<file path="src/rtl/core/spd_pkg.sv">
`timescale 1ns / 1ps
// ----------------------------------------------------------------------------
// Smoothed profile derivatives: shared package
// Word types, fixed-point constants, sequencer states and the saturation
// helper used by the sequencer.
// ----------------------------------------------------------------------------
package spd_pkg;

  localparam int DATA_W  = 32;
  localparam int MUL_A_W = 34;
  localparam int MUL_B_W = 33;
  localparam int PROD_W  = MUL_A_W + MUL_B_W;
  localparam int ACC_W   = 84;
  localparam int NUM_W   = 37;
  localparam int U_W     = 48;
  localparam int BLEND_W = 33;
  localparam int CFG_IDX_W = 2;

  // Q16.16 smoothing weights 0.4, 0.3 and 0.7.
  localparam logic signed [MUL_B_W-1:0] K_04 = 33'sd26214;
  localparam logic signed [MUL_B_W-1:0] K_03 = 33'sd19661;
  localparam logic signed [MUL_B_W-1:0] K_07 = 33'sd45875;

  localparam logic [CFG_IDX_W-1:0] CFG_GRID_STEP     = 2'd0;
  localparam logic [CFG_IDX_W-1:0] CFG_INV_GRID_STEP = 2'd1;
  localparam logic [CFG_IDX_W-1:0] CFG_SLOPE_ENABLE  = 2'd2;

  typedef struct packed {
    logic signed [DATA_W-1:0] sample;
    logic                     last_sample;
  } in_word_t;

  typedef struct packed {
    logic signed [DATA_W-1:0] smoothed;
    logic signed [DATA_W-1:0] slope;
    logic signed [DATA_W-1:0] curvature;
    logic                     last_point;
  } out_word_t;

  typedef enum logic [1:0] {
    ACC_HOLD,
    ACC_LOAD,
    ACC_ADD
  } acc_op_t;

  // Rounding bias preloaded for a later right shift by 16, 17 or 18.
  typedef enum logic [1:0] {
    BIAS_Q16,
    BIAS_Q17,
    BIAS_Q18
  } bias_t;

  typedef struct packed {
    acc_op_t op;
    logic    shift16;
    bias_t   bias;
  } mac_ctl_t;

  typedef enum logic [4:0] {
    ST_IDLE,
    ST_DISPATCH,
    ST_S1,
    ST_S2,
    ST_S3,
    ST_S4,
    ST_A1,
    ST_A2,
    ST_A3,
    ST_A4,
    ST_A5,
    ST_A6,
    ST_A7,
    ST_A8,
    ST_A9,
    ST_A10,
    ST_F1,
    ST_F2,
    ST_F3,
    ST_EMIT_LONE,
    ST_EMIT_HEAD,
    ST_EMIT_TAIL
  } state_t;

  function automatic logic signed [DATA_W-1:0] sat32(input logic signed [ACC_W-1:0] v);
    logic signed [ACC_W-1:0] hi_lim;
    logic signed [ACC_W-1:0] lo_lim;
    hi_lim = ACC_W'(32'sh7FFF_FFFF);
    lo_lim = ACC_W'(32'sh8000_0000);
    if (v > hi_lim) begin
      return 32'sh7FFF_FFFF;
    end else if (v < lo_lim) begin
      return 32'sh8000_0000;
    end
    return DATA_W'(v);
  endfunction

endpackage

</file>
<file path="src/rtl/core/spd_mac.sv">
`timescale 1ns / 1ps
// ----------------------------------------------------------------------------
// Smoothed profile derivatives: shared multiply-accumulate unit
// One signed 34 x 33 multiplier with a registered product, feeding a wide
// accumulator that can load with a rounding bias, add, or hold.
// ----------------------------------------------------------------------------
module spd_mac
  import spd_pkg::*;
(
  input  logic                      clk,
  input  logic signed [MUL_A_W-1:0] mul_a,
  input  logic signed [MUL_B_W-1:0] mul_b,
  input  mac_ctl_t                  ctl,
  output logic signed [ACC_W-1:0]   acc
);

  logic signed [PROD_W-1:0] prod_r;
  logic signed [ACC_W-1:0]  acc_r;
  logic signed [ACC_W-1:0]  acc_nxt;
  logic signed [ACC_W-1:0]  addend;
  logic signed [ACC_W-1:0]  bias;

  always_ff @(posedge clk) begin
    prod_r <= mul_a * mul_b;
    acc_r  <= acc_nxt;
  end

  always_comb begin
    addend = ctl.shift16 ? (ACC_W'(prod_r) <<< 16) : ACC_W'(prod_r);
    case (ctl.bias)
      BIAS_Q16: bias = ACC_W'(1) <<< 15;
      BIAS_Q17: bias = ACC_W'(1) <<< 16;
      BIAS_Q18: bias = ACC_W'(1) <<< 17;
      default:  bias = '0;
    endcase
    case (ctl.op)
      ACC_LOAD: acc_nxt = bias + addend;
      ACC_ADD:  acc_nxt = acc_r + addend;
      default:  acc_nxt = acc_r;
    endcase
  end

  assign acc = acc_r;

endmodule

</file>
<file path="config.mk">
export PLATFORM = sky130hd
export DESIGN_NAME = spd_mac
export DESIGN_NICKNAME = d
export VERILOG_FILES = /design/src/rtl/core/spd_pkg.sv /design/src/rtl/core/spd_mac.sv
export SDC_FILE = /design/constraint.sdc
export NUM_CORES = 2
export LEC_CHECK = 0
export ABC_AREA = 1
export CAP_MARGIN = 30
export CORE_ASPECT_RATIO = 0.8
export CORE_MARGIN = 10
export CORE_UTILIZATION = 34
export DETAILED_ROUTE_END_ITERATION = 8
export DONT_BUFFER_PORTS = 1
export GPL_ROUTABILITY_DRIVEN = 0
export PLACE_DENSITY_LB_ADDON = 0.08
export SLEW_MARGIN = 20
export SYNTH_ARGS = -nofsm -noshare
export SYNTH_HDL_FRONTEND = slang
export SYNTH_SLANG_ARGS = --single-unit
</file>
<file path="constraint.sdc">
create_clock -name clk -period 8.45 [get_ports clk]
set_clock_uncertainty 0.05 [all_clocks]
set_input_delay 0.845 -clock clk [delete_from_list [all_inputs] [get_ports clk]]
set_output_delay 0.845 -clock clk [all_outputs]
set_load 0.02 [all_outputs]
</file>
# Word level (Yosys, flattened, before mapping)
# Index checks and enable logic that the tools add are counted.
# word_totals
regBits,151
output_inout_bits,84
word_cells,14
# classes
n_addsub,2
n_mul,1
eq_ne,4
muxes,3
n_reduce_logical,2
# ops
cell,n
one-hot mux 84 bit (2 select lines),1
adder 19 x 83 -> 84 bit,1
adder 84 x 83 -> 84 bit,1
2-to-1 mux 82 bit,1
multiplier 34 x 33 -> 67 bit,1
one-hot mux 18 bit (3 select lines),1
equality test 2 x 1 -> 1 bit (second input constant),2
equality test 2 bit (second input constant),2
logical NOT 2 bit,1
nonzero test 2 bit,1

# Depth between registers and ports, before layout
# logic_depth
word_depth,4
mapped_depth,35
ltp_nobuf,33

# Least setup slack after synthesis
# OpenSTA, ideal clock, no wires.
# synth_path
path_type,input -> register
start,in mul_a[33]
end,reg prod_r[51]
setup_time_ns,0.113
arrival_ns,7.668
required_time_ns,8.287
setup_slack_ns,0.619
path_stages,24
n_path_buf,2
path_cell_list,clkbuf_1 -> clkbuf_1 -> nand2_1 -> inv_1 -> fa_1 -> fa_1 -> fa_1 -> fa_1 -> inv_1 -> fa_1 -> fa_1 -> fa_1 -> fa_1 -> inv_1 -> ha_1 -> nand2_1 -> nor2_1 -> inv_1 -> nor3_1 -> nand2_1 -> nor3_1 -> nand2_1 -> nand4_1 -> nand2_1
# synth_via
elab_chain_cells,1
# synth_lines
item,line,rtl
from (decl),spd_mac.sv:11,"input logic signed [MUL_A_W-1:0] mul_a,"
multiplier 34 x 33 -> 67 bit,spd_mac.sv:24,prod_r <= mul_a * mul_b;
to (signal assigned),spd_mac.sv:24,
to (decl),spd_mac.sv:17,logic signed [PROD_W-1:0] prod_r;
# No other way between the ends.
# A chain may end at the register's enable or synchronous reset.

# Final worst setup path
# layout_path
start,in mul_b[32]
end,reg prod_r[45]
# layout_via
elab_chain_cells,1
# layout_lines
item,line,rtl
from (decl),spd_mac.sv:12,"input logic signed [MUL_B_W-1:0] mul_b,"
multiplier 34 x 33 -> 67 bit,spd_mac.sv:24,
# No other way between the ends.

==> metrics.txt <==
WL per Instance approximately 20 microns; Tightest Pin Transition 955 ps; largest net degree at the start of global routing 100; most frequent CP cell fa_1; WL final between 200000 and 250000 microns; Routed Antenna Nets 0; most frequent cells in the layout 2580 x nand2_1, 2522 x inv_1, 1177 x fa_1; endpoints failing hold 0; Synth cell types 34; die area 183000 sq um; worst-path cell chain inv_1, buf_4, nor2_1, fa_1, fa_1, fa_1, fa_1, fa_1, fa_1, fa_1, inv_1, fa_1, inv_1, ha_1, a21oi_1, o21ai_0, a21oi_1, nand2_1, a21oi_1, nand2_1, nand2_1, nand2_1; Cells after Synth roughly 8000; worst path bufs/invs 4; Clock Path Buffers 2; Starting Density 0.343; post-place setup slack about 520 ps; vias in the first global route 48600; die width roughly 480 microns; grt ovf 0; Clock Sinks between 150 and 200; R2R setup slack approximately 4200 ps; Site Rows between 100 and 150; crit-path max FO 21; Max Cap Viol 0; Clock Latency Late Sink 480 ps; unrepaired setup endpoints after global routing no; setup TNS 0 ps; reg2reg end acc[76]; DRT iter0 DRCs ~3900; fin crit share 0.895; IO Count 157; fin crit period around 7600 ps; hold-fix buffer count after cts 0; Total GRT Usage 0.223; # DRC 0; HP Class in2reg; Worst Hold Launch mul_a[0]; share of layout cells above drive strength 1 0.0138; post-synthesis net count roughly 9500; first-pass GRT wire length between 300000 and 400000 microns; via/cell ratio about 4.7; sequential share of the synthesized area 0.0685; R2R depth 13; Post-CTS Resized 0; final setup vio count 0; Hold EP prod_r[0]; DR vias between 40000 and 50000; status completed; clock slew at reported path FFs ~70 ps; Relative slew margins 0.357; clock root buffer clkbuf_16; Mapped Area 56400 sq um; Reg2Reg Launch Point prod_r[66]; Worst Hold Depth 2; Crit path largest cell delay roughly 570 ps; Pre-Repair DR Iteration Count 8; slowest cell on the critical path fa_1; fmax ~130 MHz; initial antenna violation count 1; PortBufs 0; n_diodes 0; Num CTS Buffers 17; final core occ 0.357; slack of the critical path 888 ps; commonest non-fill, non-tap cell in the layout nand2_1; Slew Viols, Final 0; endpoint class of the critical path register; YS warnings 0; CTS tree yes; placeable core area between 150000 and 200000 sq um; H-tree level count 4; CP top delay family adder cells; Worst Path Required 8740 ps; Yosys reg bits approximately 150; Final #Nets between 9000 and 10000; dpl hpwl 172000 microns; setup bufs post-CTS 0; Crit path arrival time roughly 8000 ps; Layout area overhead 4.09%; syn avg cell area ~7.1 sq um; crit path kind in2reg; Die Ht between 300 and 400 microns; startpoint types primary input
[worst reg2reg max path, cell delays in order (launching register included)]
cell and delay (ps):
dfxtp_1 450, nor2_1 470, buf_4 260, a21oi_1 100, ha_1 510, nand2_1 220, inv_1 120, nand2_1 90
nor2_1 320, nand2_1 250, nor2_1 350, nand3_1 380, nand4_1 230, nand2_1 140
[cells in the mapped netlist]
master,count,share of area
nor2_2,18,0.0020
a21oi_1,144,0.013
nor3_4,2,0.00058
nor4_1,2,0.00022
nand3b_1,3,0.00040
nor3_1,19,0.0017
a21boi_0,4,0.00053
edfxtp_1,84,0.045
o21bai_1,17,0.0023
o21a_1,2,0.00027
inv_2,2,0.00013
clkbuf_1,288,0.019
a21o_1,3,0.00040
dfxtp_1,67,0.024
inv_1,2523,0.17
and2_1,3,0.00033
o21ai_0,96,0.0085
nand2_2,18,0.0020
and3_1,2,0.00022
nand3_2,4,0.00071
nand3_1,138,0.012
nor4_2,1,0.00022
ha_1,303,0.067
fa_1,1177,0.42
or2_2,7,0.00078
nand4_1,43,0.0048
xnor2_1,6,0.00093
nand2_1,2580,0.17
xor2_1,68,0.011
o21ai_1,1,0.000089
nor2_1,336,0.022
nor3_2,9,0.0016
nor2_4,2,0.00040
buf_1,3,0.00020
[layout make-up]
type | instances | area [sq um]
Multi-Input combinational cell | 5008 | 41900
Sequential cell | 151 | 3860
Fill cell | 17800 | 106000
Clock inverter | 10 | 91.3
Tap cell | 2160 | 2700
Clock buffer | 22 | 475
Timing Repair Buffer | 13 | 113
Inverter | 2525 | 9480
[cells by family after synthesis]
| logic type | share of synthesized area |
|---|---|
| simple gates | 0.222 |
| buf+inv | 0.188 |
| fa+ha+maj | 0.485 |
| compound gates | 0.0249 |
| flops | 0.0685 |
| xor+xnor | 0.0115 |
[registers in the layout, indices dropped and copies added, names as in the netlist]
signal  count
prod_r     67
acc        84
[per-layer routing]
layer,vias to the layer above,routed length (microns),GRT usage
li1,21600,-,-
met1,23100,98800,0.339
met2,1334,84900,0.341
met3,102,14500,0.0350
met4,0,2300,0.0263
met5,-,0,0
[worst max-delay path by stage]
stage               from         end  slack (ps)  cells after the start
5_1_grt         mul_b[6]  prod_r[59]         590                     26
2_1_floorplan  mul_a[33]  prod_r[51]         620                     24
3_5_place_dp   mul_b[32]  prod_r[45]         520                     22
4_1_cts        mul_b[32]  prod_r[45]        1020                     22
3_3_place_gp   mul_b[32]  prod_r[45]         560                     22
6_report       mul_b[32]  prod_r[45]         890                     22
[metrics by stage]
step           hold WS [ps]  cell area [sq um]  std cells
4_1_cts                 454              58700       9887
3_3_place_gp            771              58100       9854
5_1_grt                 468              58700       9889
6_report                470              58700       9889
3_5_place_dp            794              58100       9855
2_1_floorplan           580              56400       7975
Power is left out: the tool's default activity adds up to more than one toggle a clock period on the data nets, which glitch-free logic cannot reach.
